### config.mk
export PLATFORM = sky130hd
export DESIGN_NAME = trc_ram
export DESIGN_NICKNAME = d
export VERILOG_FILES = /design/src/design/range_list_to_tor_slot_compiler_assert.svh /design/src/design/trc_ram.sv
export SDC_FILE = /design/constraint.sdc
export NUM_CORES = 1
export LEC_CHECK = 0
export ABC_AREA = 1
export BUFFER_PORTS_ARGS = -buffer_cell sky130_fd_sc_hd__buf_4
export CORE_ASPECT_RATIO = 1.1
export CORE_MARGIN = 2
export CORE_UTILIZATION = 50
export DETAILED_ROUTE_END_ITERATION = 16
export PLACE_DENSITY_LB_ADDON = 0.1
export SETUP_SLACK_MARGIN = 0.02
export SYNTH_ARGS = -nofsm -noshare
export SYNTH_HDL_FRONTEND = slang
export SYNTH_SLANG_ARGS = --single-unit
### constraint.sdc
create_clock -name clk -period 1.6 [get_ports clk]
set_input_delay 0.32 -clock clk [delete_from_list [all_inputs] [get_ports clk]]
set_output_delay 0.32 -clock clk [all_outputs]
set_load 0.01 [all_outputs]
### src/design/range_list_to_tor_slot_compiler_assert.svh
// ----------------------------------------------------------------------------
// Assertion macros for the range list to TOR slot compiler
// Each macro checks a property on clk and is disabled while rst is high.
// ----------------------------------------------------------------------------
`ifndef RANGE_LIST_TO_TOR_SLOT_COMPILER_ASSERT_SVH
`define RANGE_LIST_TO_TOR_SLOT_COMPILER_ASSERT_SVH

// The consequent must hold in the same cycle as the antecedent.
`define TRC_ASSERT_NOW(lbl, ante, cons, msg) \
  lbl: assert property (@(posedge clk) disable iff (rst) (ante) |-> (cons)) else $error(msg);

// The consequent must hold in the cycle after the antecedent.
`define TRC_ASSERT_NEXT(lbl, ante, cons, msg) \
  lbl: assert property (@(posedge clk) disable iff (rst) (ante) |=> (cons)) else $error(msg);

`endif

### src/design/trc_ram.sv
// ----------------------------------------------------------------------------
// trc_ram
// Generic single write port, single read port RAM with registered read.
// ----------------------------------------------------------------------------
`default_nettype none

module trc_ram #(
  parameter int WIDTH = 8,
  parameter int DEPTH = 32
) (
  input  wire logic                     clk,
  input  wire logic                     we,
  input  wire logic [$clog2(DEPTH)-1:0] waddr,
  input  wire logic [WIDTH-1:0]         wdata,
  input  wire logic [$clog2(DEPTH)-1:0] raddr,
  output logic      [WIDTH-1:0]         rdata
);

  logic [WIDTH-1:0] mem [DEPTH];

  always_ff @(posedge clk) begin
    if (we) begin
      mem[waddr] <= wdata;
    end
    rdata <= mem[raddr];
  end

endmodule

`default_nettype wire

==> results.cfg <==
[floorplan]
fp.dieH_um = 158
die-area_um2 = 22800
rows = 56
coreArea_um2 = 21200
die_w_um = 144
start_util = 0.508
ios = 28

[min_path]
hold_start = raddr[4]
min_to = rdata[1]$_DFF_P_
whs_path_depth = 3
hold_class = input pin to flip-flop

[setup_path]
r2r_end = rdata[5]$_DFF_P_
cp_slowest_cell = dfxtp_1
cp_max_fo = 1
cp.arrival_ns = 1.05
end_kind = primary output
path_cells = buf_4
crit_type = flip-flop to primary output
startpoint = rdata[0]$_DFF_P_
reg2regPathDepth = 8
reg2reg_from = mem[15][5]$_DFFE_PP_
start_kind = flip-flop
slowest_delay_ns = 0.38
crit_required_ns = 1.28
reg2reg_slack_ns = 0.40
worst-path-buf-inv = 1
crit_family = flip-flops

[global_route]
use_met3 = 0.0257
grt_max_degree = 57
grt_pass1_vias = 6709
overflow = 0
grt_use_met2 = 0.365
track_usage = 0.227
grt_pass1_wl_um = 38400
top_usage_layer = met2
antenna_found_initial = 0
met1_usage = 0.336

[route]
antenna_left = 0
drt-pass1-iter-count = 5
wl_per_cell_um = 19.3
drc_errors = 0
first_iter_violations = 527
viasPerCell = 5.30
drt-total-wl_um = 25000
route.vias.total = 6874

[power]
leakage_nw = 4.68
power_w = 0.0146
p_per_area_nw_per_um2 = 1180
ir_drop_v = 0.000919

[clock_network]
postCtsSetupRepairBufs = 0
holdBufCountCts = 0
cts_tree = done
clkLatencyLatePin_ns = 0.52
htreeDepth = 1
root_buffer = clkbuf_16
clk_path_buf_depth = 3
cts_made_buffers = 25
cts.sinks = 264
ctsResizeCount = 0
clkTransAtPathRegs_ns = 0.06

[synth]
synth_cell_types = 12
ys_warn_count = 0
avgSynthCellArea_um2 = 11.7
synth_cells = 922
syn_nets = 942
ys_ff_latch = 264
seq_area_frac_synth = 0.728
netlist_area_um2 = 10800

[timing]
slew_violations = 0
tightestPinTransition_ns = 0.432
slew_headroom = 0.712
rsz0062_at_grt = no
final-hold-violation-count = 0
fmax_mhz = 732
clock_skew_ns = 0.0102
layout_setup_ws_ns = 0.234
setup_viol = 0
post-route-period-util = 0.854
fin_crit_ns = 1.37

[finish]
layout-area-overhead-vs-synth_pct = 14.9
stdcell_count = 1298
layout-drive-gt1-share = 0.129
n_fill_cell = 1802
diodes = 0
nets = 1010

[placement]
place_ws_ns = -0.00552
hpwl_um = 15200
io_buffer_count = 27
place_congestion = 0.791
placed_cells = 1253

[flow_run]
drv_cap = 0

[outcome]
status = complete, no violations
==> sequential cells by signal, indices dropped and copies added, names as in the netlist <==
signal  count
mem       256
rdata       8
==> synthesized netlist by cell type <==
| cell type | number | area, um2 |
|---|---|---|
| nand2_1 | 360 | 1350 |
| buf_6 | 24 | 270 |
| edfxtp_1 | 256 | 7690 |
| buf_4 | 4 | 30.0 |
| dfxtp_1 | 8 | 160 |
| nor2_1 | 32 | 120 |
| inv_1 | 8 | 30.0 |
| buf_1 | 2 | 7.51 |
| inv_2 | 2 | 7.51 |
| buf_2 | 15 | 75.1 |
| nand3_1 | 204 | 1020 |
| clkbuf_1 | 7 | 26.3 |
==> cells by family after synthesis <==
group                  count (synthesis)  synth area share
flip-flops                           264             0.728
AND/OR/NAND/NOR                      596             0.231
buffers and inverters                 62            0.0414
==> cells in the final DEF (no fill, tap or decap) <==
cell type	synthesis	final
dfxtp_1	8	8
clkinv_1	0	7
clkinv_2	0	5
buf_4	4	82
inv_2	2	1
edfxtp_1	256	256
inv_1	8	8
clkinvlp_4	0	2
buf_12	0	11
bufinv_16	0	4
nand3_1	204	204
nor2_1	32	32
clkbuf_1	7	3
clkbuf_16	0	25
nand2_1	360	360
==> worst max path at each step <==
stage | end | slack [ns] | depth (start not counted)
after floorplan | mem[0][0]$_DFFE_PP_ | 0.25 | 3
after global placement | rdata[0]$_DFF_P_ | -0.004 | 12
after detailed placement | rdata[0]$_DFF_P_ | -0.006 | 12
after CTS | rdata[0] | 0.23 | 1
after global routing | rdata[0] | 0.21 | 1
final | rdata[0] | 0.23 | 1
==> per-stage QoR <==
stage               hold WS [ns]  utilization  area, um2  TNS [ns]
finish                     0.105        0.584      12400         0
global route               0.106        0.584      12400         0
CTS                       0.0940        0.584      12400         0
detailed placement         0.636        0.545      11600  -0.00552
global placement           0.635        0.545      11600  -0.00390
floorplan                  0.419            -      10800         0
==> where the power goes <==
group          switching [W]  internal [W]  total (W)
registers          0.0000337       0.00768    0.00772
clock network        0.00242       0.00349    0.00592
logic               0.000672      0.000325   0.000997
total                0.00313        0.0115     0.0146
==> metal layers <==
layer / part of all wire / up-vias
met4: 0.018 / 0
met2: 0.47 / 180
li1: - / 3336
met1: 0.46 / 3322
met3: 0.046 / 36
met5: 0 / -
==> area by class of cell <==
type | instances | area [um2] | area share
Clock buffer | 28 | 637 | 0.0514
Tap cell | 290 | 363 | 0.0293
Sequential cell | 264 | 7850 | 0.633
Multi-Input combinational cell | 596 | 2490 | 0.201
Timing Repair Buffer | 93 | 836 | 0.0674
Clock inverter | 17 | 181 | 0.0146
Inverter | 10 | 38.8 | 0.00313
Note: power is estimated with default switching activity, not from simulation.
