`config.mk`:
```
export PLATFORM = sky130hd
export DESIGN_NAME = trc_compile
export DESIGN_NICKNAME = d
export VERILOG_FILES = /design/src/design/trc_pkg.sv /design/src/design/trc_compile.sv
export VERILOG_INCLUDE_DIRS = /design/src /design/src/design
export SDC_FILE = /design/constraint.sdc
export NUM_CORES = 1
export LEC_CHECK = 0
export BUFFER_PORTS_ARGS = -buffer_cell sky130_fd_sc_hd__clkbuf_2
export CAP_MARGIN = 10
export CORE_MARGIN = 10
export CORE_UTILIZATION = 49
export CTS_BUF_LIST = sky130_fd_sc_hd__clkbuf_4 sky130_fd_sc_hd__clkbuf_8
export CTS_CLUSTER_SIZE = 8
export DETAILED_ROUTE_END_ITERATION = 16
export PLACE_DENSITY = 0.75
export SYNTH_ARGS = -nofsm -noshare
export SYNTH_HDL_FRONTEND = slang
export SYNTH_SLANG_ARGS = --single-unit
```
`constraint.sdc`:
```
create_clock -name clk -period 56.4 [get_ports clk]
set_input_delay 2.82 -clock clk [delete_from_list [all_inputs] [get_ports clk]]
set_output_delay 2.82 -clock clk [all_outputs]
set_load 0.005 [all_outputs]
```
`src/design/range_list_to_tor_slot_compiler_assert.svh`:
```
// ----------------------------------------------------------------------------
// Assertion macros for the range list to TOR slot compiler
// Each macro checks a property on clk and is disabled while rst is high.
// ----------------------------------------------------------------------------
`ifndef RANGE_LIST_TO_TOR_SLOT_COMPILER_ASSERT_SVH
`define RANGE_LIST_TO_TOR_SLOT_COMPILER_ASSERT_SVH

// The consequent must hold in the same cycle as the antecedent.
`define TRC_ASSERT_NOW(lbl, ante, cons, msg) \
  lbl: assert property (@(posedge clk) disable iff (rst) (ante) |-> (cons)) else $error(msg);

// The consequent must hold in the cycle after the antecedent.
`define TRC_ASSERT_NEXT(lbl, ante, cons, msg) \
  lbl: assert property (@(posedge clk) disable iff (rst) (ante) |=> (cons)) else $error(msg);

`endif

```
`src/design/trc_pkg.sv`:
```
// ----------------------------------------------------------------------------
// trc_pkg
// Shared types and constants of the range list to TOR slot compiler.
// ----------------------------------------------------------------------------
`default_nettype none

package trc_pkg;

  localparam int DEF_MAX_SLOTS = 32;
  localparam int DEF_MIN_ALIGN = 4096;
  localparam int RESULT_CAP    = 32;
  localparam int CNT_W         = 7;
  localparam int ENTRY_W       = 192;

  localparam logic [2:0] ST_OK      = 3'd0;
  localparam logic [2:0] ST_ALIGN   = 3'd1;
  localparam logic [2:0] ST_WRAP    = 3'd2;
  localparam logic [2:0] ST_OVERLAP = 3'd3;
  localparam logic [2:0] ST_NOSLOT  = 3'd4;

  localparam logic [1:0] REG_SLOT_COUNT = 2'd0;
  localparam logic [1:0] REG_FULL_EN    = 2'd1;
  localparam logic [1:0] REG_FULL_PERM  = 2'd2;

  // One finished list handed from the loader to the compile engine.
  typedef struct packed {
    logic [CNT_W-1:0] n;
    logic [2:0]       err;
  } job_t;

endpackage

`default_nettype wire

```
`src/design/trc_compile.sv`:
```
// ----------------------------------------------------------------------------
// trc_compile
// Back end: sorts stored ranges by scanning, checks and merges them, and
// emits slot writes through an output register.
// ----------------------------------------------------------------------------
`default_nettype none
`include "range_list_to_tor_slot_compiler_assert.svh"

module trc_compile #(
  parameter int MAX_SLOTS = 32
) (
  input  wire logic                         clk,
  input  wire logic                         rst,
  input  wire logic [5:0]                   sc,
  input  wire logic                         full_en,
  input  wire logic [63:0]                  full_perm,
  input  wire logic                         job_valid,
  input  wire trc_pkg::job_t                job,
  output logic                              job_pop,
  output logic                              busy,
  output logic [$clog2(MAX_SLOTS)-1:0]      raddr,
  input  wire logic [trc_pkg::ENTRY_W-1:0]  rdata,
  output logic                              out_valid,
  input  wire logic                         out_ready,
  output logic [5:0]                        slot_index,
  output logic                              addr_written,
  output logic [61:0]                       slot_addr,
  output logic [63:0]                       slot_perm,
  output logic                              slot_mode,
  output logic [2:0]                        status,
  output logic                              last_result
);
  import trc_pkg::*;

  localparam int AW = $clog2(MAX_SLOTS);

  localparam logic [3:0] S_IDLE    = 4'd0;
  localparam logic [3:0] S_NEXT    = 4'd1;
  localparam logic [3:0] S_SCAN    = 4'd2;
  localparam logic [3:0] S_STEP    = 4'd3;
  localparam logic [3:0] S_FLUSH   = 4'd4;
  localparam logic [3:0] S_FTOR    = 4'd5;
  localparam logic [3:0] S_ADV     = 4'd6;
  localparam logic [3:0] S_PASSEND = 4'd7;
  localparam logic [3:0] S_TAIL    = 4'd8;
  localparam logic [3:0] S_ERR     = 4'd9;

  logic [3:0]       state;
  logic [CNT_W-1:0] job_n;
  logic [CNT_W-1:0] k;
  logic [CNT_W-1:0] scan_i;
  logic [CNT_W-1:0] rd_idx;
  logic             rd_pend;
  logic [63:0]      best_base;
  logic [63:0]      best_size;
  logic [63:0]      best_perm;
  logic [CNT_W-1:0] best_idx;
  logic             best_valid;
  logic [63:0]      pk_base;
  logic [CNT_W-1:0] pk_idx;
  logic             pk_valid;
  logic [63:0]      cur_base;
  logic [63:0]      cur_end;
  logic [63:0]      cur_perm;
  logic             cur_valid;
  logic [63:0]      emitted_end;
  logic             flushed;
  logic [6:0]       need;
  logic [5:0]       slot;
  logic             pass;
  logic             end_flush;
  logic [2:0]       err_code;
  logic             fr;

  logic [63:0]      r_base;
  logic [63:0]      r_size;
  logic [63:0]      r_perm;
  logic             cand;
  logic [64:0]      sum;
  logic             off_needed;
  logic             out_free;
  logic             emit;

  assign r_base = rdata[63:0];
  assign r_size = rdata[127:64];
  assign r_perm = rdata[191:128];

  // Next in sorted order: key (base, index) above the last one taken,
  // lowest among those seen so far. Ties keep load order.
  assign cand = (!pk_valid || (r_base > pk_base) || ((r_base == pk_base) && (rd_idx > pk_idx)))
                && (!best_valid || (r_base < best_base));

  assign sum        = {1'b0, best_base} + {1'b0, best_size};
  assign off_needed = !flushed || (cur_base != emitted_end);
  assign out_free   = !out_valid || out_ready;
  // A new result is loaded into the output register this cycle.
  assign emit       = out_free && (((state == S_FLUSH) && pass && off_needed)
                                   || (state == S_FTOR) || (state == S_TAIL)
                                   || (state == S_ERR));
  assign raddr      = scan_i[AW-1:0];
  assign job_pop    = (state == S_IDLE) && job_valid;
  assign busy       = (state != S_IDLE);

  always_ff @(posedge clk) begin
    if (rst) begin
      state     <= S_IDLE;
      out_valid <= 1'b0;
      rd_pend   <= 1'b0;
    end else begin
      if (out_valid && out_ready && !emit) begin
        out_valid <= 1'b0;
      end
      case (state)
        S_IDLE: begin
          if (job_valid) begin
            job_n       <= job.n;
            k           <= '0;
            pk_valid    <= 1'b0;
            cur_valid   <= 1'b0;
            flushed     <= 1'b0;
            emitted_end <= '0;
            need        <= '0;
            slot        <= 6'd1;
            pass        <= 1'b0;
            end_flush   <= 1'b0;
            fr          <= full_en;
            if (full_en) begin
              state <= S_TAIL;
            end else if (job.err != ST_OK) begin
              err_code <= job.err;
              state    <= S_ERR;
            end else if (job.n > {1'b0, sc}) begin
              err_code <= ST_NOSLOT;
              state    <= S_ERR;
            end else if (job.n == '0) begin
              state <= S_TAIL;
            end else begin
              state <= S_NEXT;
            end
          end
        end
        S_NEXT: begin
          if (k < job_n) begin
            scan_i     <= '0;
            rd_pend    <= 1'b0;
            best_valid <= 1'b0;
            state      <= S_SCAN;
          end else begin
            end_flush <= 1'b1;
            state     <= S_FLUSH;
          end
        end
        S_SCAN: begin
          rd_pend <= (scan_i < job_n);
          rd_idx  <= scan_i;
          if (scan_i < job_n) begin
            scan_i <= scan_i + CNT_W'(1);
          end
          if (rd_pend && cand) begin
            best_base  <= r_base;
            best_size  <= r_size;
            best_perm  <= r_perm;
            best_idx   <= rd_idx;
            best_valid <= 1'b1;
          end
          if ((scan_i == job_n) && !rd_pend) begin
            state <= S_STEP;
          end
        end
        S_STEP: begin
          k        <= k + CNT_W'(1);
          pk_base  <= best_base;
          pk_idx   <= best_idx;
          pk_valid <= 1'b1;
          if (!pass && sum[64]) begin
            err_code <= ST_WRAP;
            state    <= S_ERR;
          end else if (!pass && cur_valid && (best_base < cur_end)) begin
            err_code <= ST_OVERLAP;
            state    <= S_ERR;
          end else if (cur_valid && (best_base == cur_end) && (best_perm == cur_perm)) begin
            cur_end <= sum[63:0];
            state   <= S_NEXT;
          end else if (cur_valid) begin
            state <= S_FLUSH;
          end else begin
            cur_base  <= best_base;
            cur_end   <= sum[63:0];
            cur_perm  <= best_perm;
            cur_valid <= 1'b1;
            state     <= S_NEXT;
          end
        end
        S_FLUSH: begin
          if (!pass) begin
            need        <= need + (off_needed ? 7'd2 : 7'd1);
            emitted_end <= cur_end;
            flushed     <= 1'b1;
            state       <= S_ADV;
          end else if (!off_needed) begin
            state <= S_FTOR;
          end else if (out_free) begin
            out_valid    <= 1'b1;
            slot_index   <= slot;
            addr_written <= 1'b1;
            slot_addr    <= cur_base[63:2];
            slot_perm    <= '0;
            slot_mode    <= 1'b0;
            status       <= ST_OK;
            last_result  <= 1'b0;
            slot         <= slot + 6'd1;
            state        <= S_FTOR;
          end
        end
        S_FTOR: begin
          if (out_free) begin
            out_valid    <= 1'b1;
            slot_index   <= slot;
            addr_written <= 1'b1;
            slot_addr    <= cur_end[63:2];
            slot_perm    <= cur_perm;
            slot_mode    <= 1'b1;
            status       <= ST_OK;
            last_result  <= 1'b0;
            slot         <= slot + 6'd1;
            emitted_end  <= cur_end;
            flushed      <= 1'b1;
            state        <= S_ADV;
          end
        end
        S_ADV: begin
          if (end_flush) begin
            state <= S_PASSEND;
          end else begin
            cur_base  <= best_base;
            cur_end   <= sum[63:0];
            cur_perm  <= best_perm;
            cur_valid <= 1'b1;
            state     <= S_NEXT;
          end
        end
        S_PASSEND: begin
          if (pass) begin
            state <= S_TAIL;
          end else if (need > (7'(sc) - 7'd1)) begin
            err_code <= ST_NOSLOT;
            state    <= S_ERR;
          end else begin
            k           <= '0;
            pk_valid    <= 1'b0;
            cur_valid   <= 1'b0;
            flushed     <= 1'b0;
            emitted_end <= '0;
            slot        <= 6'd1;
            pass        <= 1'b1;
            end_flush   <= 1'b0;
            state       <= S_NEXT;
          end
        end
        S_TAIL: begin
          if (out_free) begin
            out_valid <= 1'b1;
            slot_addr <= '0;
            status    <= ST_OK;
            if (slot < sc) begin
              slot_index   <= slot;
              addr_written <= 1'b1;
              slot_perm    <= '0;
              slot_mode    <= 1'b0;
              last_result  <= 1'b0;
              slot         <= slot + 6'd1;
            end else begin
              slot_index   <= sc;
              addr_written <= 1'b0;
              slot_perm    <= fr ? full_perm : 64'd0;
              slot_mode    <= fr;
              last_result  <= 1'b1;
              state        <= S_IDLE;
            end
          end
        end
        S_ERR: begin
          if (out_free) begin
            out_valid    <= 1'b1;
            slot_index   <= '0;
            addr_written <= 1'b0;
            slot_addr    <= '0;
            slot_perm    <= '0;
            slot_mode    <= 1'b0;
            status       <= err_code;
            last_result  <= 1'b1;
            state        <= S_IDLE;
          end
        end
        default: begin
          state <= S_IDLE;
        end
      endcase
    end
  end

  `TRC_ASSERT_NOW(a_err_single, out_valid && (status != ST_OK), last_result && (slot_index == 6'd0), "error result must be a lone final result")
  `TRC_ASSERT_NEXT(a_pop_starts, job_pop, state != S_IDLE, "a popped job must start the engine")
  `TRC_ASSERT_NOW(a_slot_range, out_valid && (status == ST_OK), (slot_index != 6'd0) && (slot_index <= sc), "slot index out of range")

endmodule

`default_nettype wire

```
==> flow_summary.rst <==
.. list-table::
   :header-rows: 1

   * - Metric
     - Value
   * - Final total negative setup slack
     - 0 ns
   * - End of the critical path
     - best_base[49]
   * - Number of pins exceeding their max-slew limit in the final report
     - 0
   * - Core footprint
     - 71610 sq um
   * - DRC marker count from the first detailed-route iteration
     - 2549
   * - Startpoint class of the critical path
     - input port
   * - Area Overhead vs Synth
     - 15.84%
   * - Wire length per cell after detailed routing
     - 24.14 um
   * - Share of flip-flops with an asynchronous set or reset after synthesis
     - 0%
   * - Power per standard cell area
     - just over 30 nW/um^2
   * - Cells resized by post-CTS repair
     - 0
   * - Placement row count
     - between 90 and 100
   * - Shortest period the worst path allows
     - 6.901 ns
   * - Unique masters post-synth
     - 80
   * - Slew Limit Headroom
     - 23.63%
   * - Synthesized instance count
     - 2778
   * - Via count of the first global-routing pass
     - 24560
   * - Crit-path cells
     - clkbuf_2 -> ha_1 -> nand4_1 -> or3_1 -> nor3_1 -> o31ai_1 -> o211ai_1 -> a211oi_1 -> nor4_2 -> buf_4 -> buf_4
   * - First-pass DRT Iterations
     - 5
   * - Synth Area per Inst
     - 12.78 sq um
   * - Antenna-violating nets left
     - 0
   * - Critical path arrival
     - around 7.3 ns
   * - Worst hold path depth
     - 0
   * - Buffers inserted by post-CTS timing repair
     - 0
   * - Post-synth design cell area
     - 35510 sq um
   * - Final hold violation count
     - 0
   * - Maximum level of the CTS H-tree
     - 3
   * - Width of the die
     - 289.2 um
   * - Layout Nets
     - 3839
   * - Dpl hpwl
     - 78890 um
   * - Overall power
     - 1.283 mW
   * - Wire length of the first global-routing pass
     - 151900 um
   * - Worst Setup SP
     - rdata[23]
   * - Outcome
     - completed
   * - Total of warnings raised by yosys
     - 0
   * - Least-Margin Pin Slew
     - 1.146 ns
   * - Reported max-cap violation count
     - 0
   * - Min-delay worst type
     - flop to flop
   * - Clock latency at the later pin of the worst-skew pair
     - 0.77 ns
   * - Post-Syn Nets
     - between 3000 and 4000
   * - Worst r2r dst
     - cur_perm[23]
   * - Delay contributed by the slowest stage of the critical path
     - 0.86 ns
   * - Total number of vias
     - approximately 25000
   * - Number of top-level design ports
     - 423
   * - CTS Root Cell
     - sky130_fd_sc_hd__clkbuf_8
   * - Overall routing resource usage
     - 24.22%
   * - Worst Path Required
     - 56.76 ns
   * - Pin count of the biggest net entering global routing
     - 80
   * - Worst IR Drop VDD
     - 0.00002149 V
   * - Die Area
     - ~84000 sq um
   * - Clock Skews
     - roughly 0.048 ns
   * - Global placement routability congestion
     - 0.9106
   * - Leading cell type in the layout, fill and taps excluded
     - sky130_fd_sc_hd__edfxtp_1
   * - Sequential fraction of the synthesis area
     - 60.79%
   * - Final Routed Wirelength
     - 104200 um
   * - Worst Path Max Fanout
     - 75
   * - Final Cycle Share
     - 12.24%
   * - Count of flip-flops with a built-in enable after synthesis
     - 715
   * - Slowest cell on the critical path
     - sky130_fd_sc_hd__buf_4
   * - Path depth of the worst reg2reg path
     - 13
   * - Number of sinks driven by the clock tree
     - 721
   * - P_leak
     - 16.99 nW
   * - Yosys reg bits
     - 721
   * - Category of the worst setup path capture point
     - flop
   * - CTS buffer count
     - 120
   * - Number of antenna violations at the first check in global routing
     - 7
   * - FILL cells
     - 5962
   * - # hold bufs at CTS
     - 0
   * - Total overflow reported by the global router
     - 0
   * - Most frequently used flop master after synthesis
     - sky130_fd_sc_hd__edfxtp_1
   * - Number of buffers on the longest clock path
     - 3
   * - DRC violation count after routing
     - 0
   * - Register-to-Register Setup Slack
     - 50.51 ns
   * - Starting density of the core
     - 49.59%
   * - CTS clk-pin slew, worst paths
     - 0.06 ns
   * - Chip height
     - 289.2 um
   * - Top library cells by usage in the layout, fill and taps aside
     - sky130_fd_sc_hd__edfxtp_1, sky130_fd_sc_hd__clkbuf_2, sky130_fd_sc_hd__ha_1
   * - FMAX
     - 144.9 MHz
   * - Number of buffers added on ports
     - around 420
   * - Vias per cell
     - 5.765
   * - Launching point of the worst reg2reg path
     - best_base[0]
   * - Worst path most repeated cell
     - sky130_fd_sc_hd__buf_4
   * - TritonCTS clock tree
     - yes
   * - Final setup viols
     - 0
   * - Layout cells sized above 1
     - 19.67%
   * - RSZ-0062 raised after global routing
     - false
   * - Critical setup path kind
     - input port to flop
[metrics by stage]
stage	utilization (%)	setup WS [ns]	hold slack (ns)	std cells	area, sq um
2_1_floorplan	-	31.37	0.4003	2778	35510
4_1_cts	57.42	49.62	0.4185	4310	41120
5_1_grt	57.44	49.41	0.4274	4316	41130
6_report	57.45	49.50	0.4188	4318	41140
3_3_place_gp	54.01	48.85	0.4030	4089	38680
3_5_place_dp	54.01	48.83	0.4054	4089	38680
[critical path, delay by kind of cell]
kind | cells | cell delay [ns]
adders and majority gates | 1 | 0.30
and+or+nand+nor | 4 | 1.72
buffers and inverters | 3 | 1.43
AOI/OAI and AO/OA | 3 | 0.91
[worst min-delay path by stage]
stage | startpoint | endpoint | slack, ns
floorplan | best_idx[0] | pk_idx[0] | 0.40
global placement | best_idx[0] | pk_idx[0] | 0.40
detailed placement | best_idx[3] | pk_idx[3] | 0.41
CTS | best_idx[3] | pk_idx[3] | 0.42
global route | best_idx[3] | pk_idx[3] | 0.43
finish | best_idx[3] | pk_idx[3] | 0.42
[layout make-up]
cell class | count | area (sq um) | area share (%)
flip-flops and latches | 721 | 21590 | 52.48
clock inverters | 56 | 451.7 | 1.098
inverters | 281 | 1055 | 2.564
diodes | 8 | 20.02 | 0.04866
well taps | 950 | 1189 | 2.889
multi-input cells | 1696 | 12590 | 30.60
clock buffers | 165 | 1989 | 4.836
repair buffers | 441 | 2255 | 5.481
[Yosys cell counts, drive strengths merged, types with 68 or more instances]
master	number	area share, %
nand4	73	1.3
a21oi	144	2.0
a21o	104	2.2
a22o	79	1.9
o21ai	139	2.0
inv	281	3.0
nand2	130	1.4
nor2	95	1.0
xor2	68	1.7
nor3	85	1.2
xnor2	110	2.7
ha	299	11
edfxtp	715	60
[kinds of logic after synthesis]
family | after synthesis | synth area share, %
compound gates | 638 | 11.91
buf+inv | 361 | 3.949
fa+ha+maj | 301 | 10.65
mux | 2 | 0.05989
flops | 721 | 60.79
simple gates | 577 | 8.251
xor+xnor | 178 | 4.390
[flip-flops by register name (all words and copies together) (netlist names), 4 cells and up]
name / count
job_n: 7
pk_idx: 7
k: 7
state: 4
scan_i: 7
best_idx: 7
slot_perm: 64
cur_end: 64
best_size: 64
rd_idx: 7
cur_base: 64
slot: 6
need: 7
pk_base: 64
cur_perm: 64
best_base: 64
best_perm: 64
emitted_end: 64
slot_addr: 62
slot_index: 6
[power by group]
group,leakage [nW],switching [mW],internal (mW)
Clock,1.30,0.218,0.257
Combinational,9.11,0.102,0.0532
Sequential,6.58,0.0184,0.634
Total,17.0,0.339,0.945
[layer usage]
layer	up-vias	GRT usage (%)	routed length [um]
met5	-	0	0
met4	0	8.084	3075
met3	180	4.490	8557
met2	1147	39.23	50130
met1	12100	32.54	42480
li1	11470	-	-
(Power assumes the default switching activity.)
