--- src/design/range_list_to_tor_slot_compiler_assert.svh ---
// ----------------------------------------------------------------------------
// Assertion macros for the range list to TOR slot compiler
// Each macro checks a property on clk and is disabled while rst is high.
// ----------------------------------------------------------------------------
`ifndef RANGE_LIST_TO_TOR_SLOT_COMPILER_ASSERT_SVH
`define RANGE_LIST_TO_TOR_SLOT_COMPILER_ASSERT_SVH

// The consequent must hold in the same cycle as the antecedent.
`define TRC_ASSERT_NOW(lbl, ante, cons, msg) \
  lbl: assert property (@(posedge clk) disable iff (rst) (ante) |-> (cons)) else $error(msg);

// The consequent must hold in the cycle after the antecedent.
`define TRC_ASSERT_NEXT(lbl, ante, cons, msg) \
  lbl: assert property (@(posedge clk) disable iff (rst) (ante) |=> (cons)) else $error(msg);

`endif

--- src/design/trc_pkg.sv ---
// ----------------------------------------------------------------------------
// trc_pkg
// Shared types and constants of the range list to TOR slot compiler.
// ----------------------------------------------------------------------------
`default_nettype none

package trc_pkg;

  localparam int DEF_MAX_SLOTS = 32;
  localparam int DEF_MIN_ALIGN = 4096;
  localparam int RESULT_CAP    = 32;
  localparam int CNT_W         = 7;
  localparam int ENTRY_W       = 192;

  localparam logic [2:0] ST_OK      = 3'd0;
  localparam logic [2:0] ST_ALIGN   = 3'd1;
  localparam logic [2:0] ST_WRAP    = 3'd2;
  localparam logic [2:0] ST_OVERLAP = 3'd3;
  localparam logic [2:0] ST_NOSLOT  = 3'd4;

  localparam logic [1:0] REG_SLOT_COUNT = 2'd0;
  localparam logic [1:0] REG_FULL_EN    = 2'd1;
  localparam logic [1:0] REG_FULL_PERM  = 2'd2;

  // One finished list handed from the loader to the compile engine.
  typedef struct packed {
    logic [CNT_W-1:0] n;
    logic [2:0]       err;
  } job_t;

endpackage

`default_nettype wire

--- src/design/trc_load.sv ---
// ----------------------------------------------------------------------------
// trc_load
// Front end: checks each range, stores good ones and queues a compile job.
// ----------------------------------------------------------------------------
`default_nettype none

module trc_load #(
  parameter int MAX_SLOTS = 32,
  parameter int MIN_ALIGN = 4096
) (
  input  wire logic                         clk,
  input  wire logic                         rst,
  input  wire logic                         in_valid,
  output logic                              in_ready,
  input  wire logic                         has_range,
  input  wire logic [63:0]                  base_addr,
  input  wire logic [63:0]                  range_size,
  input  wire logic [63:0]                  perm_word,
  input  wire logic                         last,
  output logic                              we,
  output logic [$clog2(MAX_SLOTS)-1:0]      waddr,
  output logic [trc_pkg::ENTRY_W-1:0]       wdata,
  input  wire logic                         busy,
  input  wire logic                         job_pop,
  output logic                              job_valid,
  output trc_pkg::job_t                     job
);
  import trc_pkg::*;

  localparam int          AW         = $clog2(MAX_SLOTS);
  localparam logic [63:0] ALIGN_MASK = 64'(MIN_ALIGN - 1);

  logic [CNT_W-1:0] cnt;
  logic [2:0]       lerr;
  logic             accept;
  logic             bad;
  logic             full;
  logic             store;
  logic [CNT_W-1:0] cnt_next;
  logic [2:0]       lerr_next;

  assign in_ready = !job_valid && !busy;
  assign accept   = in_valid && in_ready;

  assign bad   = has_range && ((range_size == 64'd0) || ((base_addr & ALIGN_MASK) != 64'd0)
                               || ((range_size & ALIGN_MASK) != 64'd0));
  assign full  = has_range && !bad && (cnt >= CNT_W'(MAX_SLOTS));
  assign store = has_range && !bad && !full;

  always_comb begin
    cnt_next  = cnt + CNT_W'(store);
    lerr_next = lerr;
    if (lerr == ST_OK) begin
      if (bad) begin
        lerr_next = ST_ALIGN;
      end else if (full) begin
        lerr_next = ST_NOSLOT;
      end
    end
  end

  assign we    = accept && store;
  assign waddr = cnt[AW-1:0];
  assign wdata = {perm_word, range_size, base_addr};

  always_ff @(posedge clk) begin
    if (rst) begin
      cnt       <= '0;
      lerr      <= ST_OK;
      job_valid <= 1'b0;
    end else begin
      if (job_pop) begin
        job_valid <= 1'b0;
      end
      if (accept) begin
        if (last) begin
          job_valid <= 1'b1;
          job.n     <= cnt_next;
          job.err   <= lerr_next;
          cnt       <= '0;
          lerr      <= ST_OK;
        end else begin
          cnt  <= cnt_next;
          lerr <= lerr_next;
        end
      end
    end
  end

endmodule

`default_nettype wire

--- config.mk ---
export PLATFORM = sky130hd
export DESIGN_NAME = trc_load
export DESIGN_NICKNAME = d
export VERILOG_FILES = /design/src/design/range_list_to_tor_slot_compiler_assert.svh /design/src/design/trc_pkg.sv /design/src/design/trc_load.sv
export SDC_FILE = /design/constraint.sdc
export NUM_CORES = 1
export LEC_CHECK = 0
export BUFFER_PORTS_ARGS = -buffer_cell sky130_fd_sc_hd__buf_2
export CORE_AREA = 2 2 157 159
export DETAILED_ROUTE_END_ITERATION = 10
export DIE_AREA = 0 0 159 161
export HOLD_SLACK_MARGIN = 0.15
export SLEW_MARGIN = 5
export SYNTH_ARGS = -nofsm -noshare
export SYNTH_HDL_FRONTEND = slang
export SYNTH_SLANG_ARGS = --single-unit
--- constraint.sdc ---
create_clock -name clk -period 4.7 [get_ports clk]
set_input_delay 0.94 -clock clk [delete_from_list [all_inputs] [get_ports clk]]
set_output_delay 0.94 -clock clk [all_outputs]
set_load 0.02 [all_outputs]
==> results of run 1 <==
per-stage QoR:
step	cells	setup slack [ns]	total power [W]	utilization, %
5_1_grt	605	0.3310	0.0005569	10.01
3_3_place_gp	601	0.3498	0.0003580	9.670
3_5_place_dp	601	0.3374	0.0003586	9.670
4_1_cts	605	0.3754	0.0005422	10.01
2_1_floorplan	302	1.772	0.0004535	-
6_report	605	0.7036	0.0005326	10.01
layout by cell type, fill, tap and decap left out, types with 2 or more instances in the layout:
cell and instances:
dfxtp_1 11, ha_1 2, a21oi_1 4, edfxtp_1 10, xnor2_1 3, nand4_1 3, nand2_1 5, and2_1 2
o21ai_1 2, nand3_1 4, buf_2 176, nor4_1 19, clkbuf_16 3, and3_1 2, xor2_1 2, nor3b_1 2
a22oi_1 4, nor2_1 12
worst reg2reg max path: cells and delay by family, from the launching register on:
family	cells	cell delay [ns]
DFF	1	0.33
xor gates and xnor gates	1	0.24
and+or+nand+nor	5	0.78
adders and majority gates	2	0.42
AOI/OAI and AO/OA	1	0.10
layer usage:
metal  track usage, %  vias up  wire, microns
met1            8.447      782           3685
met2            12.69      179           5012
met5                0        -              0
li1                 -      763              -
met3            10.30       56           3313
met4            3.802        0            491
power by group through the flow:
stage               Sequential, W  Clock (W)  Combinational, W
floorplan                0.000201          0          0.000252
global placement         0.000198          0          0.000160
detailed placement       0.000198          0          0.000160
CTS                      0.000194   0.000187          0.000161
global route             0.000194   0.000193          0.000169
finish                   0.000194   0.000181          0.000157
cell type report:
class | count | area share [%]
well taps | 324 | 16.89
flip-flops and latches | 21 | 21.69
multi-input cells | 80 | 21.27
repair buffers | 176 | 36.70
clock inverters | 1 | 0.3128
clock buffers | 3 | 3.128
how the worst max path moves through the flow:
stage                              start             endpoint  slack (ns)  depth (start not counted)
after CTS                   base_addr[3]                   we        0.38                          6
after global routing        base_addr[3]                   we        0.33                          6
after global placement      base_addr[3]                   we        0.35                          6
after detailed placement    base_addr[3]  cnt[6]$_SDFFE_PP0P_        0.34                         12
after floorplan           range_size[13]  cnt[6]$_SDFFE_PP0P_        1.77                         12
final                       base_addr[3]                   we        0.70                          6
flip-flops by register name (all words and copies together) (netlist names):
register / count
cnt: 7
job: 10
job_valid: 1
lerr: 3
cell families after synthesis:
family,share of synthesized area (%)
buffers and inverters,59.35
flip-flops,20.52
AND/OR/NAND/NOR,13.76
XOR/XNOR,1.727
AO/OA/AOI/OAI,3.651
adder cells (fa/ha/maj),0.9865
cells in the mapped netlist (all sizes together):
library cell,n,area (sq um)
nand2,6,25.03
and3,2,12.51
xnor2,3,26.28
clkbuf,3,11.26
and2,2,12.51
nor4b,1,8.760
o21ai,2,10.01
buf,198,1494
o21bai,1,7.510
nand2b,1,6.260
xor2,2,17.52
nor4,20,131.4
and4,1,8.760
dfxtp,11,220.2
ha,2,25.02
a21o,1,7.510
nand4,3,18.77
nand3,4,20.02
nand3b,1,7.510
a22oi,4,30.03
nor2,13,51.30
or4b,1,13.76
edfxtp,10,300.3
a21oi,5,28.78
a22o,1,8.760
or4,1,7.510
nor3b,2,15.01
nor3,1,10.01
==> flow_summary.toml, run 1 <==
[run_status]
status = "completed"

[yosys]
postSynthCellCount = 302
netlist_area_sq_um = 2536
synth.distinct_cells = 33
avgSynthCellArea_sq_um = 8.398
synth_nets = 503
yosysSeqAreaShare_pct = 20.52
ys_warn_count = 0
ys_ff_latch = 21

[worst_hold_path]
hp-class = "reg2reg"
holdPathStages = 2
min_from = "lerr[0]$_SDFFE_PP0P_"
min_to = "lerr[0]$_SDFFE_PP0P_"

[critical_path]
critPathLaunchType = "input pin"
criticalPathCategory = "in2out"
r2r_start = "cnt[6]$_SDFFE_PP0P_"
reg2reg_depth = 9
cp_cell_sequence = "buf_2 -> nor4_1 -> nand4_1 -> nor3_2 -> and4_1 -> buf_2"
crit_required_ns = 3.76
critPathTopFamily = "simple AND/OR/NAND/NOR gates"
crit_top_cell = "buf_2"
worst_path_max_delay_cell = "nor4_1"
critPathMaxFanout = 6
cp-end-kind = "primary output"
cp_slowest_stage_delay_ns = 0.78
reg2reg_to = "cnt[6]$_SDFFE_PP0P_"
cp.buffers_inverters = 2
regToRegSetupSlack_ns = 2.78
cp.arrival_ns = 3.06

[routing]
post_drt_wl_per_cell_microns = 20.66
wl_mm = 12.50
first_iter_violations = 71
drtAntennaViolNets = 0
drc = 0
drtPass1Iterations = 4
via_per_inst = 2.942
via_count = 1780

[global_routing]
grt_max_degree = 14
grt_pass1_vias = 1710
gr-total-overflow = 0
grt_pass1_wl_mm = 15.81
antenna_found_initial = 0
grt_usage_pct = 9.156

[sta]
hold_violations = 0
skew_ns = 0.003747
maxSlewViolCount = 0
min_period_ns = 3.996
tns_ns = 0
clock.fmax_ghz = 0.2502
setup_viol_count_final = 0
slew_headroom_pct = 39.05
whs_ns = 0.4742
finalCritPeriodShare_pct = 85.03
rsz0062_at_grt = "false"
tightest_slew_ns = 0.9058

[layout]
num-nets-final = 483
multiInputGateArea_sq_um = 510.5
final_area_sq_um = 2400
seq_area_sq_um = 520.5
area_growth_syn_to_layout_pct = -5.377
diodes = 0
fillers = 2819
layout-drive-gt1-share_pct = 66.19

[floorplanning]
die-area_sq_um = 25600
initial_utilization_pct = 10.58
fp.dieW_microns = 159
die_y_microns = 161
core-area_sq_um = 23960
num_io_pins = 409
rows = 57

[clock_tree]
postCtsSetupBuffers = 0
cts_hold_buf = 0
worstSkewPairLatency_ns = 0.25
cts_tree = "built"
clk_pin_slew_ns = 0.06
cts_max_level = 1
cts_sinks = 21
cts_buffer_depth = 2
post_cts_resized = 0
cts_root_buf = "clkbuf_16"
cts_buffers = 3

[power_and_ir_drop]
leakage_nw = 1.044
switching_share_pct = 32.02
p_switching_w = 0.0001705
pwr-share-clk_pct = 34.0
p_int_w = 0.0003620
ir_drop_mv = 0.08199
power_density_nw_per_um2 = 221.9
combPwrFrac_pct = 29.5
seqPwrFrac_pct = 36.5

[placed_design]
place_area_sq_um = 2317
portBuffers = 176
gp_congestion = 0.8878
hpwl_mm = 11.67

[job]
drv.max_cap_violation_count = 0
Power figures use the tool's default switching activity.
==> run 2, diff against run 1 <==
--- a/config.mk
+++ b/config.mk
@@ -10,6 +10,7 @@
 export DETAILED_ROUTE_END_ITERATION = 10
 export DIE_AREA = 0 0 159 161
 export HOLD_SLACK_MARGIN = 0.15
+export REMOVE_ABC_BUFFERS = 1
 export SLEW_MARGIN = 5
 export SYNTH_ARGS = -nofsm -noshare
 export SYNTH_HDL_FRONTEND = slang
==> flow_summary.toml, run 2 (synthesis results as in run 1) <==
[floorplanning]
num_io_pins = 409
fp.dieW_microns = 159
rows = 57
core-area_sq_um = 23960
die_y_microns = 161
initial_utilization_pct = 10.58
die-area_sq_um = 25600

[power_and_ir_drop]
power_density_nw_per_um2 = 225.7
ir_drop_mv = 0.09730
leakage_nw = 1.048

[job]
drv.max_cap_violation_count = 0

[critical_path]
cp-end-kind = "primary output"
critPathLaunchType = "input pin"
critPathTopFamily = "simple AND/OR/NAND/NOR gates"
cp_slowest_stage_delay_ns = 0.53
criticalPathCategory = "in2out"
crit_required_ns = 3.76
critPathMaxFanout = 6
cp.buffers_inverters = 2
worst_path_max_delay_cell = "nor4_2"
crit_top_cell = "buf_2"
cp.arrival_ns = 2.76
cp_cell_sequence = "buf_2 -> nor4_1 -> nand4_1 -> nor4_2 -> nor3_2 -> and4_1 -> buf_2"

[layout]
fin_util_pct = 10.03
regMostFlops = "job"
mostFrequentLayoutCell = "buf_2"
layout_common_cells = "176 x buf_2, 19 x nor4_1, 12 x nor2_1"
layout-drive-gt1-share_pct = 66.19
reg_top3 = "job: 10 flops, cnt: 7 flops, lerr: 3 flops"
final_area_sq_um = 2402
seq_area_sq_um = 520.5
fillers = 2845
largest_reg_flops = 10
num-nets-final = 483
area_growth_syn_to_layout_pct = -5.279
multiInputGateArea_sq_um = 510.5

[sta]
tns_ns = 0
rsz0062_at_grt = "false"
whs_ns = 0.4652
min_period_ns = 3.700
clock.fmax_ghz = 0.2702
setup_viol_count_final = 0
skew_ns = 0.002118
tightest_slew_ns = 0.8913
maxSlewViolCount = 0
slew_headroom_pct = 40.36
finalCritPeriodShare_pct = 78.73
hold_violations = 0

[global_routing]
grt_max_degree = 13
antenna_found_initial = 8
gr-total-overflow = 0
grt_pass1_wl_mm = 35.25
grt_pass1_vias = 1840
grt_usage_pct = 23.25

[routing]
drtPass1Iterations = 4
post_drt_wl_per_cell_microns = 50.66
drtAntennaViolNets = 0
wl_mm = 30.75
first_iter_violations = 124
via_count = 1997
drc = 0
via_per_inst = 3.290

[clock_tree]
cts_buffer_depth = 2
cts_buffers = 3
cts_max_level = 1
cts_sinks = 21
cts_hold_buf = 0
postCtsSetupBuffers = 0
cts_tree = "built"
post_cts_resized = 0
clk_pin_slew_ns = 0.06
cts_root_buf = "clkbuf_16"
worstSkewPairLatency_ns = 0.25

[placed_design]
place_area_sq_um = 2317
portBuffers = 176
hpwl_mm = 29.88
gp_congestion = 1.014

[run_status]
status = "completed"

[worst_hold_path]
hp-class = "reg2reg"
==> run 2: where the power goes <==
group | total [W] | switching (W) | internal [W]
clock network | 0.000180 | 0.0000654 | 0.000114
registers | 0.000194 | 0.00000114 | 0.000193
logic | 0.000168 | 0.000114 | 0.0000538
==> run 2: metrics by stage <==
step	instances	total power, W	worst slack (ns)
floorplan	101	0.0002117	1.782
global placement	601	0.0003668	0.8950
detailed placement	601	0.0003655	0.9426
CTS	605	0.0005455	0.9342
global route	605	0.0005628	0.8604
finish	607	0.0005422	0.9997
==> run 2: final cells by class <==
cell class	instances	share of cell area [%]
diodes	2	0.2083
clock buffers	3	3.125
clock inverters	1	0.2083
multi-input cells	80	21.25
flip-flops and latches	21	21.67
well taps	324	16.88
repair buffers	176	36.67
==> run 2: final timing paths <==
path                   startpoint                    to  slack (ns)  cells past startpoint
max                range_size[50]                    we         1.0                      7
min          lerr[0]$_SDFFE_PP0P_  lerr[0]$_SDFFE_PP0P_        0.47                      2
max reg2reg  job_valid$_SDFF_PP0_      job[9]$_DFFE_PP_        2.74                      4
min reg2reg  lerr[0]$_SDFFE_PP0P_  lerr[0]$_SDFFE_PP0P_        0.47                      2
==> run 2: worst register-to-register path, stage by stage (launching register included) <==
cell and delay, ns:
dfxtp_1 0.37, nor2_2 0.16, and2_1 0.27, nand2_1 0.10
nor2_1 0.68
==> run 2: routing by layer <==
layer	GRT usage [%]	vias to the layer above	wire (microns)
met4	6.860	2	1028
met3	37.11	32	10810
met5	0	-	13
met2	39.60	415	14450
met1	9.981	778	4450
li1	-	770	-
==> run 3, diff against run 2 <==
--- a/config.mk
+++ b/config.mk
@@ -5,10 +5,11 @@
 export SDC_FILE = /design/constraint.sdc
 export NUM_CORES = 1
 export LEC_CHECK = 0
+export ABC_AREA = 1
 export BUFFER_PORTS_ARGS = -buffer_cell sky130_fd_sc_hd__buf_2
-export CORE_AREA = 2 2 157 159
+export CORE_AREA = 2 2 159 161
 export DETAILED_ROUTE_END_ITERATION = 10
-export DIE_AREA = 0 0 159 161
+export DIE_AREA = 0 0 161 163
 export HOLD_SLACK_MARGIN = 0.15
 export REMOVE_ABC_BUFFERS = 1
 export SLEW_MARGIN = 5
==> constraint.sdc (replaced) <==
create_clock -name clk -period 3.5 [get_ports clk]
set_input_delay 0.7 -clock clk [delete_from_list [all_inputs] [get_ports clk]]
set_output_delay 0.7 -clock clk [all_outputs]
set_load 0.02 [all_outputs]
==> flow_summary.toml, run 3 <==
[yosys]
synth_area_leaders = "buf_4 56%, edfxtp_1 11%, dfxtp_1 8.3%"
netlist_area_sq_um = 2651
postSynthCellCount = 361
synthFlopType = "dfxtp_1"
avgSynthCellArea_sq_um = 7.344
synth.top_cells.by_count = "197 x buf_4, 56 x nor2_1, 43 x nand2_1, 11 x dfxtp_1, 10 x edfxtp_1"
yosysMostFrequentCell = "buf_4"
synthArstFlopShare_pct = 0
yosysSeqAreaShare_pct = 19.63
ys_warn_count = 0
synth_largest_area_cell = "buf_4"
synth_top_area_share_pct = 55.78
synth.distinct_cells = 24
ys_ff_latch = 21
synth_edf_count = 10

[floorplanning]
rows = 58
num_io_pins = 409
die_y_microns = 163
fp.dieW_microns = 161
initial_utilization_pct = 10.75
core-area_sq_um = 24670
die-area_sq_um = 26240

[placed_design]
dp.cells = 669
hpwl_mm = 33.27
gp_congestion = 0.9475
portBuffers = 176

[critical_path]
critPathLaunch = "range_size[51]"
crit_top_cell = "nand2_1"
cp_slowest_stage_delay_ns = 0.20
criticalPathCategory = "in2out"
cp-end-kind = "primary output"
cp_cell_sequence = "buf_2 -> nor2_1 -> nand2_1 -> nor2_1 -> nand2_1 -> nor2_1 -> nand2_1 -> nand2_1 -> nor3_1 -> buf_2"
critPathMaxFanout = 3
critPathLaunchType = "input pin"
r2r_start = "cnt[6]$_SDFFE_PP0P_"
cp.arrival_ns = 1.89
worst_path_max_delay_cell = "nor2_1"
crit_required_ns = 2.80

[layout]
largest_reg_flops = 10
mostFrequentLayoutCell = "buf_2"
layout-drive-gt1-share_pct = 55.39
layout.cells.non_filler = 673
area_growth_syn_to_layout_pct = -4.011
diodes = 0
reg_top3 = "job: 10 flops, cnt: 7 flops, lerr: 3 flops"
regMostFlops = "job"
layout_common_cells = "176 x buf_2, 56 x nor2_1, 43 x nand2_1"
num-nets-final = 545

[sta]
rsz0062_at_grt = "false"
clock.fmax_ghz = 0.3857
finalCritPeriodShare_pct = 74.08
tightest_slew_ns = 0.2471
setup_viol_count_final = 0
tns_ns = 0
min_period_ns = 2.593
hold_violations = 0
skew_ns = 0.002532
slew_headroom_pct = 83.47
maxSlewViolCount = 0

[global_routing]
grt_pass1_vias = 2087
grt_usage_pct = 25.23
grt_max_degree = 12
grt_pass1_wl_mm = 38.66
antenna_found_initial = 3
gr-total-overflow = 0

[clock_tree]
cts_tree = "built"
cts_sinks = 21
cts_root_buf = "clkbuf_16"
post_cts_resized = 0
cts_buffers = 3
cts_hold_buf = 0
cts_buffer_depth = 2
worstSkewPairLatency_ns = 0.25
clk_pin_slew_ns = 0.05
postCtsSetupBuffers = 0
cts_max_level = 1

[power_and_ir_drop]
leakage_nw = 1.170
p_switching_w = 0.0002424
ir_drop_mv = 0.1415
switching_share_pct = 33.10
power_density_nw_per_um2 = 287.8
p_int_w = 0.0004899
combPwrFrac_pct = 32.5
seqPwrFrac_pct = 35.7
pwr-share-clk_pct = 31.8

[routing]
wl_mm = 34.11
first_iter_violations = 90
drtAntennaViolNets = 0
via_per_inst = 3.162
drc = 0
via_count = 2128
drtPass1Iterations = 4
post_drt_wl_per_cell_microns = 50.69

[job]
drv.max_cap_violation_count = 0

[worst_hold_path]
hp-class = "reg2reg"
min_from = "lerr[1]$_SDFFE_PP0P_"

[run_status]
status = "completed"
-- run 3: layout make-up --
class | count | area (sq um)
sequential | 21 | 520.5
inverter | 9 | 33.78
multi-input combinational | 132 | 610.6
clock buffer | 4 | 78.83
timing repair buffer | 177 | 888.4
tap | 330 | 412.9
fill | 2923 | 22130
-- run 3: worst max-delay path: cells and delay by family --
| family | cells | cell delay [ns] |
|---|---|---|
| and+or+nand+nor | 8 | 0.93 |
| buffers and inverters | 2 | 0.27 |
-- run 3: routing by layer --
| metal | up-vias | wire (microns) | track usage, % |
|---|---|---|---|
| li1 | 877 | - | - |
| met1 | 846 | 3582 | 7.037 |
| met2 | 387 | 18390 | 49.80 |
| met3 | 14 | 12000 | 41.56 |
| met4 | 4 | 110 | 1.461 |
| met5 | - | 27 | 0 |
-- run 3: power by group through the flow --
stage               Sequential [W]  Clock, W  Combinational, W
finish                    0.000261  0.000233          0.000238
floorplan                 0.000270         0         0.0000233
global route              0.000261  0.000250          0.000255
CTS                       0.000261  0.000238          0.000235
detailed placement        0.000266         0          0.000234
global placement          0.000266         0          0.000233
-- run 3: final timing paths --
| kind | slack (ns) | end | cells after the start |
|---|---|---|---|
| worst min-delay path | 0.44 | job[1]$_DFFE_PP_ | 0 |
| worst min register to register | 0.44 | job[1]$_DFFE_PP_ | 0 |
| worst max register to register | 1.69 | job[9]$_DFFE_PP_ | 9 |
| worst max-delay path | 0.91 | we | 10 |
-- run 3: kinds of logic (layout without fill, tap and decap cells) --
group                      after synthesis  count (layout)  share of synthesized area, %
adders and majority gates                2               2                        0.9437
buffers and inverters                  208             190                         57.34
AOI/OAI and AO/OA                       12              12                         2.501
DFF                                     21              21                         19.63
xor gates and xnor gates                 5               5                         1.935
and+or+nand+nor                        113             113                         17.65
-- run 3: through the flow --
stage | hold WS [ns] | worst slack (ns) | total power (W) | utilization, % | cell area (sq um)
after floorplan | 0.4082 | 1.139 | 0.0002931 | - | 1165
after global placement | 0.4252 | 0.7718 | 0.0004991 | 9.995 | 2466
after detailed placement | 0.4301 | 0.7257 | 0.0004998 | 9.995 | 2466
after CTS | 0.4439 | 0.8426 | 0.0007341 | 10.31 | 2545
after global routing | 0.4609 | 0.7338 | 0.0007659 | 10.31 | 2545
final | 0.4424 | 0.9073 | 0.0007323 | 10.31 | 2545
